**src/rtl/cusr_pkg.sv**
```systemverilog
// shared types and constants for the cartridge unlock and control register block
`default_nettype none

package cusr_pkg;

   localparam int ADDR_W       = 25;
   localparam int DATA_W       = 16;
   localparam int SEL_W        = 4;
   localparam int SEL_CODES    = 16;
   localparam int DECODE_COUNT = 12;

   typedef logic [ADDR_W-1:0] addr_type;
   typedef logic [DATA_W-1:0] data_type;
   typedef logic [SEL_W-1:0]  sel_type;

   // key values
   localparam data_type KEY_A = 16'hd200;
   localparam data_type KEY_B = 16'h1500;

   // key and relock addresses, offsets from the cartridge base
   localparam addr_type ADDR_KEY1   = 25'h1fe0000;
   localparam addr_type ADDR_KEY2   = 25'h0000000;
   localparam addr_type ADDR_KEY3   = 25'h0020000;
   localparam addr_type ADDR_KEY4   = 25'h0040000;
   localparam addr_type ADDR_RELOCK = 25'h1fc0000;

   // write-protect commands
   localparam data_type WP_NOR_OPEN  = 16'h1500;
   localparam data_type WP_NOR_CLOSE = 16'hd200;
   localparam data_type WP_RAM_OPEN  = 16'ha500;
   localparam data_type WP_RAM_CLOSE = 16'ha200;

   // select codes
   localparam sel_type SEL_NONE  = 4'd0;
   localparam sel_type SEL_ROM   = 4'd1;
   localparam sel_type SEL_PSRAM = 4'd2;
   localparam sel_type SEL_RAM   = 4'd3;
   localparam sel_type SEL_WP    = 4'd4;
   localparam sel_type SEL_SD    = 4'd5;
   localparam sel_type SEL_BUF   = 4'd6;
   localparam sel_type SEL_SPIC  = 4'd7;

   // decoded register addresses, entry i belongs to select code i+1
   localparam addr_type DECODE_ADDR [DECODE_COUNT] = '{
      25'h1880000, 25'h1860000, 25'h1c00000, 25'h1c40000,
      25'h1400000, 25'h1420000, 25'h1660000, 25'h1680000,
      25'h16a0000, 25'h16c0000, 25'h1a40000, 25'h1e20000
   };

   typedef enum logic [2:0] {
      KEY_IDLE,
      KEY_FIRST,
      KEY_SECOND,
      KEY_THIRD,
      KEY_OPEN
   } key_state_type;

   typedef struct packed {
      logic is_open;
      logic relock_hit;
   } key_status_type;

   typedef struct packed {
      logic     updated;
      sel_type  select;
      data_type value;
   } latch_type;

   typedef struct packed {
      data_type rom_page;
      data_type ram_page;
      data_type psram_page;
      data_type sd_control;
      data_type buffer_control;
      data_type spi_control;
      logic     nor_write_open;
      logic     ram_write_open;
   } cart_view_type;

endpackage

`default_nettype wire

```
**src/rtl/cart_unlock_sequence_registers.sv**
```systemverilog
// top level of the cartridge unlock sequence and control register block
`default_nettype none

// Each item on the req_ channel is one halfword write to the cartridge bus:
// its byte address minus the cartridge base, and the value. Every write gives
// exactly one rsp_ item. Four key writes in a row (0xd200 at 0x1fe0000,
// 0x1500 at 0x0000000, 0xd200 at 0x0020000, 0x1500 at 0x0040000) unlock the
// block; a wrong write drops back to idle, or to step one if it is the first
// key. While unlocked, a write to one of the decoded addresses latches the
// value into that control register and the response reports it through
// rsp_reg_updated, rsp_reg_select and rsp_reg_value; 0x1500 written to
// 0x1fc0000 locks again. The remaining rsp_ fields show the register
// contents and enable flags as they stand after that write. The input
// register loads at the accepting edge, the result register when the item
// moves on, which a full and stalled result register holds off; one item
// is taken every cycle when rsp_stall is low; the decode and key compare
// sit in one stage between the two registers.
module cart_unlock_sequence_registers #(
   parameter int NUM_REGS = 12
) (
   input  wire logic                clock,
   input  wire logic                reset,
   // write channel
   input  wire logic                req_valid,
   output logic                     req_stall,
   input  wire cusr_pkg::addr_type  req_bus_address,
   input  wire cusr_pkg::data_type  req_write_data,
   // response channel
   output logic                     rsp_valid,
   input  wire logic                rsp_stall,
   output logic                     rsp_reg_updated,
   output cusr_pkg::sel_type        rsp_reg_select,
   output cusr_pkg::data_type       rsp_reg_value,
   output logic                     rsp_unlocked,
   output cusr_pkg::data_type       rsp_rom_page,
   output cusr_pkg::data_type       rsp_ram_page,
   output cusr_pkg::data_type       rsp_psram_page,
   output logic                     rsp_nor_write_open,
   output logic                     rsp_ram_write_open,
   output cusr_pkg::data_type       rsp_sd_control,
   output cusr_pkg::data_type       rsp_buffer_control,
   output cusr_pkg::data_type       rsp_spi_control
);
   import cusr_pkg::*;

   // input register
   logic           in_valid_ff;
   logic           in_valid_in;
   addr_type       in_addr_ff;
   data_type       in_data_ff;

   // result register
   logic           out_valid_ff;
   logic           out_valid_in;
   latch_type      out_latch_ff;

   logic           advance;
   logic           req_take;
   key_status_type key_status;
   latch_type      latch;
   cart_view_type  view;

   // item moves into the result register when that register is free or drains
   assign advance  = in_valid_ff && (!out_valid_ff || !rsp_stall);
   assign req_stall = in_valid_ff && !advance;
   assign req_take  = req_valid && !req_stall;

   always_comb begin
      in_valid_in = in_valid_ff;
      if (req_take) begin
         in_valid_in = 1'b1;
      end else if (advance) begin
         in_valid_in = 1'b0;
      end
   end

   always_comb begin
      out_valid_in = out_valid_ff;
      if (advance) begin
         out_valid_in = 1'b1;
      end else if (!rsp_stall) begin
         out_valid_in = 1'b0;
      end
   end

   always_ff @(posedge clock) begin
      if (reset) begin
         in_valid_ff  <= 1'b0;
         out_valid_ff <= 1'b0;
      end else begin
         in_valid_ff  <= in_valid_in;
         out_valid_ff <= out_valid_in;
      end
   end

   // payload registers
   always_ff @(posedge clock) begin
      if (req_take) begin
         in_addr_ff <= req_bus_address;
         in_data_ff <= req_write_data;
      end
      if (advance) begin
         out_latch_ff <= latch;
      end
   end

   // state only moves when an item enters the result register
   cusr_key_fsm u_key_fsm (
      .clock       (clock),
      .reset       (reset),
      .step        (advance),
      .bus_address (in_addr_ff),
      .write_data  (in_data_ff),
      .status      (key_status)
   );

   cusr_reg_file #(
      .NUM_REGS (NUM_REGS)
   ) u_reg_file (
      .clock       (clock),
      .reset       (reset),
      .step        (advance),
      .bus_address (in_addr_ff),
      .write_data  (in_data_ff),
      .status      (key_status),
      .latch       (latch),
      .view        (view)
   );

   assign rsp_valid       = out_valid_ff;
   assign rsp_reg_updated = out_latch_ff.updated;
   assign rsp_reg_select  = out_latch_ff.select;
   assign rsp_reg_value   = out_latch_ff.value;

   // state changes only together with the result register, so the live
   // state always matches the item on display
   assign rsp_unlocked       = key_status.is_open;
   assign rsp_rom_page       = view.rom_page;
   assign rsp_ram_page       = view.ram_page;
   assign rsp_psram_page     = view.psram_page;
   assign rsp_nor_write_open = view.nor_write_open;
   assign rsp_ram_write_open = view.ram_write_open;
   assign rsp_sd_control     = view.sd_control;
   assign rsp_buffer_control = view.buffer_control;
   assign rsp_spi_control    = view.spi_control;

endmodule

`default_nettype wire

```
**src/rtl/cusr_key_fsm.sv**
```systemverilog
// key sequence tracker: unlock after four key writes, relock on command
`default_nettype none

module cusr_key_fsm (
   input  wire logic                    clock,
   input  wire logic                    reset,
   input  wire logic                    step,
   input  wire cusr_pkg::addr_type      bus_address,
   input  wire cusr_pkg::data_type      write_data,
   output cusr_pkg::key_status_type     status
);
   import cusr_pkg::*;

   key_state_type state_ff;
   key_state_type state_in;
   logic          first_key;
   logic          restart;

   assign first_key = (bus_address == ADDR_KEY1) && (write_data == KEY_A);

   // wrong write falls back, or restarts when it is itself the first key
   always_comb begin
      restart = first_key;
   end

   always_comb begin
      state_in = state_ff;
      if (step) begin
         unique case (state_ff)
            KEY_OPEN: begin
               if (status.relock_hit) begin
                  state_in = KEY_IDLE;
               end
            end
            KEY_FIRST: begin
               if (bus_address == ADDR_KEY2 && write_data == KEY_B) begin
                  state_in = KEY_SECOND;
               end else begin
                  state_in = restart ? KEY_FIRST : KEY_IDLE;
               end
            end
            KEY_SECOND: begin
               if (bus_address == ADDR_KEY3 && write_data == KEY_A) begin
                  state_in = KEY_THIRD;
               end else begin
                  state_in = restart ? KEY_FIRST : KEY_IDLE;
               end
            end
            KEY_THIRD: begin
               if (bus_address == ADDR_KEY4 && write_data == KEY_B) begin
                  state_in = KEY_OPEN;
               end else begin
                  state_in = restart ? KEY_FIRST : KEY_IDLE;
               end
            end
            default: begin
               state_in = restart ? KEY_FIRST : KEY_IDLE;
            end
         endcase
      end
   end

   always_comb begin
      status.is_open    = (state_ff == KEY_OPEN);
      status.relock_hit = (bus_address == ADDR_RELOCK) && (write_data == KEY_B);
   end

   always_ff @(posedge clock) begin
      if (reset) begin
         state_ff <= KEY_IDLE;
      end else begin
         state_ff <= state_in;
      end
   end

endmodule

`default_nettype wire

```
**src/rtl/cusr_reg_file.sv**
```systemverilog
// address decode, control registers and write-protect flags
`default_nettype none

module cusr_reg_file #(
   parameter int NUM_REGS = 12
) (
   input  wire logic                    clock,
   input  wire logic                    reset,
   input  wire logic                    step,
   input  wire cusr_pkg::addr_type      bus_address,
   input  wire cusr_pkg::data_type      write_data,
   input  wire cusr_pkg::key_status_type status,
   output cusr_pkg::latch_type          latch,
   output cusr_pkg::cart_view_type      view
);
   import cusr_pkg::*;

   data_type regs_ff [NUM_REGS];
   data_type by_code [SEL_CODES];
   sel_type  sel_code;
   logic     nor_flag_ff;
   logic     nor_flag_in;
   logic     ram_flag_ff;
   logic     ram_flag_in;

   // only codes 1..NUM_REGS, and at most 1..DECODE_COUNT, decode
   always_comb begin
      sel_code = SEL_NONE;
      for (int i = 0; i < DECODE_COUNT; i++) begin
         if (i < NUM_REGS && bus_address == DECODE_ADDR[i]) begin
            sel_code = SEL_W'(i + 1);
         end
      end
   end

   always_comb begin
      latch.updated = step && status.is_open && !status.relock_hit
                      && (sel_code != SEL_NONE);
      latch.select  = latch.updated ? sel_code : SEL_NONE;
      latch.value   = latch.updated ? write_data : '0;
   end

   always_comb begin
      nor_flag_in = nor_flag_ff;
      ram_flag_in = ram_flag_ff;
      if (latch.updated && sel_code == SEL_WP) begin
         priority if (write_data == WP_NOR_OPEN) begin
            nor_flag_in = 1'b1;
         end else if (write_data == WP_NOR_CLOSE) begin
            nor_flag_in = 1'b0;
         end else if (write_data == WP_RAM_OPEN) begin
            ram_flag_in = 1'b1;
         end else if (write_data == WP_RAM_CLOSE) begin
            ram_flag_in = 1'b0;
         end else begin
            nor_flag_in = nor_flag_ff;
         end
      end
   end

   always_ff @(posedge clock) begin
      if (reset) begin
         nor_flag_ff <= 1'b0;
         ram_flag_ff <= 1'b0;
         for (int i = 0; i < NUM_REGS; i++) begin
            regs_ff[i] <= '0;
         end
      end else begin
         nor_flag_ff <= nor_flag_in;
         ram_flag_ff <= ram_flag_in;
         for (int i = 0; i < NUM_REGS; i++) begin
            if (latch.updated && sel_code == SEL_W'(i + 1)) begin
               regs_ff[i] <= write_data;
            end
         end
      end
   end

   // view by select code, missing registers read as zero
   for (genvar g = 0; g < SEL_CODES; g++) begin : g_code
      if (g >= 1 && g <= NUM_REGS) begin : g_present
         assign by_code[g] = regs_ff[g-1];
      end else begin : g_absent
         assign by_code[g] = '0;
      end
   end

   always_comb begin
      view.rom_page       = by_code[SEL_ROM];
      view.ram_page       = by_code[SEL_RAM];
      view.psram_page     = by_code[SEL_PSRAM];
      view.sd_control     = by_code[SEL_SD];
      view.buffer_control = by_code[SEL_BUF];
      view.spi_control    = by_code[SEL_SPIC];
      view.nor_write_open = nor_flag_ff;
      view.ram_write_open = ram_flag_ff;
   end

endmodule

`default_nettype wire
```
**config.mk**
```make
export PLATFORM = sky130hd
export DESIGN_NAME = cart_unlock_sequence_registers
export DESIGN_NICKNAME = d
export VERILOG_FILES = /design/src/rtl/cusr_pkg.sv /design/src/rtl/cart_unlock_sequence_registers.sv /design/src/rtl/cusr_key_fsm.sv /design/src/rtl/cusr_reg_file.sv
export SDC_FILE = /design/constraint.sdc
export NUM_CORES = 1
export LEC_CHECK = 0
export BUFFER_PORTS_ARGS = -buffer_cell sky130_fd_sc_hd__buf_2
export CAP_MARGIN = 20
export CORE_MARGIN = 10
export CORE_UTILIZATION = 45
export DETAILED_ROUTE_END_ITERATION = 16
export PLACE_DENSITY = 0.69
export SKIP_CTS_REPAIR_TIMING = 1
export SYNTH_ARGS = -nofsm -noshare
export SYNTH_HDL_FRONTEND = slang
export SYNTH_SLANG_ARGS = --single-unit
```
**constraint.sdc**
```tcl
create_clock -name clock -period 4.9 [get_ports clock]
set_input_delay 1.225 -clock clock [delete_from_list [all_inputs] [get_ports clock]]
set_output_delay 1.225 -clock clock [all_outputs]
set_load 0.02 [all_outputs]
```
==> flow_metrics.env, run 1 <==
export IMPL_status="complete, no violations"
export IMPL_synth_top_cell_by_area="edfxtp_1"
export IMPL_initial_core_util=0.456
export IMPL_yosys_warnings=0
export IMPL_gr_usage_all_layers=0.168
export IMPL_final_cell_area_um2=8490
export IMPL_maxCapViolations=0
export IMPL_cts_max_path_buffers=2
export IMPL_synthTopCellsByArea="edfxtp_1 (69%), and3_1 (6.2%), nor4_1 (3.3%), dfxtp_1 (2.0%), nor2_1 (1.8%)"
export IMPL_max_clock_freq_mhz=297
export IMPL_worst_pin_slew_ns=0.964
export IMPL_power_per_cell_area_nw_per_um2=378
export IMPL_min_period_ns=3.37
export IMPL_cp_arrival_ns=3.42
export IMPL_worstSetupStartpointType="flip-flop"
export IMPL_first_iter_violations=509
export IMPL_fin_skew_ns=0.0100
export IMPL_synth_xor_area_frac=0
export IMPL_die_area_um2=20600
export IMPL_wl_per_cell_um=20.5
export IMPL_antenna_left=0
export IMPL_synth_top_family_by_area="simple AND/OR/NAND/NOR gates"
export IMPL_yosys_top_cells_count="edfxtp_1 (158), and3_1 (68), nor4_1 (36)"
export IMPL_nets=684
export IMPL_synth_simple_area_share=0.201
export IMPL_synthMuxAreaShare=0.00146
export IMPL_h_tree_depth=4
export IMPL_p_leak_nw=3.36
export IMPL_viasPerCell=5.56
export IMPL_vias=4673
export IMPL_rsz0062_at_grt="false"
export IMPL_relSlewSlack=0.357
export IMPL_finalNonFillerCells=840
export IMPL_die_height_um=143
export IMPL_clockRootBuffer="clkbuf_16"
export IMPL_ir_worst_vdd_mv=0.225
export IMPL_area_growth_pct=23.9
export IMPL_dr_pass1_iters=5
export IMPL_clock_latency_ns=0.43
export IMPL_synth_edf_count=158
export IMPL_die_w_um=143
export IMPL_synth_distinct_cells=62
export IMPL_grt_overflow=0
export IMPL_io_pins=167
export IMPL_antenna_cells=0
export IMPL_io_buffers=166
export IMPL_gp_congestion=0.852
export IMPL_synth_adder_area_share=0
export IMPL_async_flop_share=0
export IMPL_tritoncts="built"
export IMPL_design_core_area_um2=15000
export IMPL_cp_max_fo=37
export IMPL_grt_max_degree=71
export IMPL_postPlaceCellArea_um2=7860
export IMPL_place_inst=806
export IMPL_drc_errors=0
export IMPL_synth_main_ff_cell="edfxtp_1"
export IMPL_drt_total_wl_mm=17.3
export IMPL_antenna_found_initial=0
export IMPL_drv_slew=0
export IMPL_finalSetupViolations=0
export IMPL_ff2ff_setup_slack_ns=1.53
export IMPL_postSynthAreaPerCell_um2=14.5
export IMPL_endpoint_kind="flip-flop"
export IMPL_grt_pass1_vias=4589
export IMPL_hpwlAfterDp_mm=12.6
export IMPL_final_hold_violation_count=0
export IMPL_synth_top_area_frac=0.692
export IMPL_ys_ff_latch=165
export IMPL_syn_num_nets=517
export IMPL_synth_compound_area_share=0.0530
export IMPL_rows=45
export IMPL_finalCritPeriodShare=0.687
export IMPL_min_path_type="flip-flop to flip-flop"
export IMPL_clk_pin_slew_ns=0.06
export IMPL_synth_seq_area_share=0.713
export IMPL_clock_sinks=165
export IMPL_tns_ns=0
export IMPL_netlist_instances=472
export IMPL_grt_pass1_wl_mm=26.3
export IMPL_synth_most_common_cell="edfxtp_1"
export IMPL_layout_drive_gt1_share=0.350
export IMPL_critPathKind="flip-flop to flip-flop"
export IMPL_netlist_area_um2=6850
export IMPL_required_ns=4.96
export IMPL_numCtsBuffers=17
flip-flops by register name (all words and copies together) (netlist names), 3 cells and up:
register and flops:
in_addr_ff 25, u_reg_file.regs_ff 96, rsp_reg_select 4, u_key_fsm.state_ff 3
rsp_reg_value 16, in_data_ff 16
power by group:
part | internal [mW] | leakage (nW) | switching [mW]
sequential | 1.62 | 1.55 | 0.0481
combinational | 0.0651 | 1.53 | 0.144
clock | 0.805 | 0.281 | 0.528
total | 2.49 | 3.36 | 0.720
cells in the final DEF (no fill, tap or decap), types with 4 or more instances in the layout:
master	count
clkbuf_1	4
clkbuf_16	17
nor2_1	32
and3_1	68
nand3_1	5
inv_1	23
buf_2	166
buf_4	7
nor4_1	36
nor2b_1	4
nor4b_1	4
and4_1	4
nor3_1	6
nand4_1	6
nand2b_1	5
nor4_2	4
edfxtp_1	158
dfxtp_1	7
nand2_1	15
nand3b_1	5
o21bai_1	5
a21oi_1	5
critical path, cell delays in order (launching register included):
cell and delay [ns]:
edfxtp_1 0.56, or3b_1 0.42, a211oi_1 0.27, o21ai_1 0.19
a31oi_4 0.80, a41o_1 0.76
layout make-up:
type,count,area [um^2]
Timing Repair Buffer,175,918
Fill cell,1192,6540
Clock inverter,11,151
Multi-Input combinational cell,257,1770
Sequential cell,165,4880
Clock buffer,21,440
Inverter,23,86.3
Tap cell,188,235
per-stage QoR:
stage,hold WS [ns],util,setup WS [ns],power (mW)
floorplan,0.451,-,0.924,1.80
global placement,0.476,0.523,1.19,1.90
detailed placement,0.487,0.523,1.08,1.90
CTS,0.498,0.562,1.53,3.23
global route,0.533,0.565,1.29,3.31
finish,0.490,0.565,1.53,3.21
cell families after synthesis:
family | Yosys count
compound gates | 37
buf+inv | 50
flops | 165
mux | 1
simple gates | 219
worst paths after layout:
path                                  from                                     end  cells past startpoint
hold / removal    in_valid_ff$_SDFFE_PP0P_                  rsp_valid$_SDFFE_PP0P_                      2
hold reg to reg   in_valid_ff$_SDFFE_PP0P_                  rsp_valid$_SDFFE_PP0P_                      2
setup / recovery  in_addr_ff[19]$_DFFE_PP_  u_reg_file.regs_ff[0][4]$_SDFFCE_PN0P_                      5
setup reg to reg  in_addr_ff[19]$_DFFE_PP_  u_reg_file.regs_ff[0][4]$_SDFFCE_PN0P_                      5
layer usage:
| layer | share of wire | vias up | track usage | routed length, um |
|---|---|---|---|---|
| li1 | - | 2168 | - | - |
| met1 | 0.40 | 2244 | 0.203 | 6890 |
| met2 | 0.50 | 228 | 0.274 | 8580 |
| met3 | 0.083 | 33 | 0.0581 | 1430 |
| met4 | 0.021 | 0 | 0.0564 | 362 |
| met5 | 0 | - | 0 | 0 |
Power figures use the tool's default switching activity.
==> run 2, diff against run 1 <==
clock period = 3.1 ns   (was 4.9 ns; I/O delays follow)
==> run 2 against run 1 <==
Net effect: non-clock buffer count up 17; cell count up 1.7%; worst setup slack lost 1.4 ns; critical path depth grew 1; flip-flop and latch count is the same; fmax rose by 15%; register-to-register slack worse by 1.4 ns; die area is the same; critical endpoint is now u_reg_file.regs_ff[0][108]$_SDFFCE_PN0P_; largest cell class unchanged.
==> flow_metrics.env, run 2 (synthesis results as in run 1) <==
export IMPL_min_path_type="flip-flop to flip-flop"
export IMPL_die_height_um=143
export IMPL_required_ns=3.38
export IMPL_grt_pass1_vias=4894
export IMPL_grt_max_degree=42
export IMPL_layout_commonest_cell="buf_2"
export IMPL_h_tree_depth=4
export IMPL_clock_latency_ns=0.42
export IMPL_clock_sinks=165
export IMPL_slowest_stage="a211oi_2"
export IMPL_final_core_util=0.575
export IMPL_maxCapViolations=0
export IMPL_holdPathStages=2
export IMPL_status="complete, no violations"
export IMPL_layout_common_cells="buf_2 (166), edfxtp_1 (158), and3_1 (68)"
export IMPL_rsz0062_at_grt="false"
export IMPL_grt_overflow=0
export IMPL_viasPerCell=5.55
export IMPL_relSlewSlack=0.344
export IMPL_finalCritPeriodShare=0.944
export IMPL_cts_max_path_buffers=2
export IMPL_nets=701
export IMPL_first_iter_violations=408
export IMPL_tritoncts="built"
export IMPL_numCtsBuffers=17
export IMPL_hpwlAfterDp_mm=13.2
export IMPL_rows=45
export IMPL_grt_pass1_wl_mm=27.3
export IMPL_cp_arrival_ns=3.21
export IMPL_vias=4740
export IMPL_final_cell_area_um2=8640
export IMPL_top_regs="u_reg_file.regs_ff: 96 flops, in_addr_ff: 25 flops"
export IMPL_clk_pin_slew_ns=0.06
export IMPL_crit_chain="nor3b_1 > a22oi_1 > a211oi_2 > o31ai_4 > nor3_4 > and3_1"
export IMPL_worstSetupStartpointType="flip-flop"
export IMPL_postPlaceCellArea_um2=8030
export IMPL_critPathKind="flip-flop to flip-flop"
export IMPL_max_clock_freq_mhz=342
export IMPL_fin_skew_ns=0.00897
export IMPL_drt_total_wl_mm=17.8
export IMPL_die_w_um=143
export IMPL_gp_congestion=0.904
export IMPL_antenna_left=0
export IMPL_layout_drive_gt1_share=0.374
export IMPL_drc_errors=0
export IMPL_p_leak_nw=3.45
export IMPL_io_buffers=166
export IMPL_finalSetupViolations=0
export IMPL_dr_pass1_iters=5
export IMPL_hold_start="in_valid_ff$_SDFFE_PP0P_"
export IMPL_initial_core_util=0.456
export IMPL_gr_usage_all_layers=0.173
export IMPL_reg2regPathDepth=6
export IMPL_io_pins=167
export IMPL_cp_slowest_stage_delay_ns=0.55
export IMPL_clockRootBuffer="clkbuf_16"
export IMPL_largest_register_ff_count=96
export IMPL_power_per_cell_area_nw_per_um2=598
export IMPL_ir_worst_vdd_mv=0.337
export IMPL_worst_pin_slew_ns=0.984
export IMPL_cp_startpoint="in_addr_ff[20]$_DFFE_PP_"
export IMPL_wl_per_cell_um=20.9
export IMPL_final_hold_violation_count=0
export IMPL_area_growth_pct=26.1
export IMPL_fillerInstances=1202
export IMPL_endpoint_kind="flip-flop"
export IMPL_antenna_found_initial=0
export IMPL_tns_ns=0
export IMPL_cp_max_fo=19
export IMPL_design_core_area_um2=15000
export IMPL_min_period_ns=2.93
export IMPL_antenna_cells=0
export IMPL_crit_reg2reg_launch="in_addr_ff[20]$_DFFE_PP_"
export IMPL_die_area_um2=20600
export IMPL_drv_slew=0
export IMPL_largest_register="u_reg_file.regs_ff"
run 2: worst paths after layout:
| check | slack (ns) | to |
|---|---|---|
| max reg2reg | 0.17 | u_reg_file.regs_ff[0][108]$_SDFFCE_PN0P_ |
| min | 0.51 | rsp_valid$_SDFFE_PP0P_ |
| min reg2reg | 0.51 | rsp_valid$_SDFFE_PP0P_ |
| max | 0.17 | u_reg_file.regs_ff[0][108]$_SDFFCE_PN0P_ |
run 2: metal layers:
metal / GRT usage / vias to the layer above / routed length (um)
met5: 0 / - / 0
met4: 0.0774 / 0 / 445
met3: 0.0515 / 32 / 1340
met2: 0.292 / 225 / 8940
met1: 0.198 / 2285 / 7110
li1: - / 2198 / -
run 2: cell type report:
cell class	count	area, um^2	area share
sequential	165	4880	0.565
multi-input combinational	257	1790	0.208
timing repair buffer	192	1030	0.119
clock buffer	18	429	0.0497
tap	188	235	0.0272
clock inverter	11	183	0.0211
inverter	23	90.1	0.0104
run 2: power breakdown:
part	internal (mW)	switching, mW
registers	2.56	0.0646
clock network	1.41	0.792
logic	0.111	0.240
run 2: through the flow:
stage / hold WS, ns / cells / worst slack, ns / power [mW]
final: 0.508 / 854 / 0.174 / 5.17
after global routing: 0.515 / 854 / 0.0233 / 5.33
after CTS: 0.512 / 854 / 0.255 / 5.20
after detailed placement: 0.498 / 825 / 0.280 / 3.02
after global placement: 0.481 / 825 / 0.383 / 3.02
after floorplan: 0.451 / 472 / 0.0512 / 2.84
run 2: worst max-delay path: cells and delay by family (launching register included):
family / cells / cell delay (ns)
AOI/OAI and AO/OA: 3 / 1.12
DFF: 1 / 0.47
and+or+nand+nor: 3 / 1.20
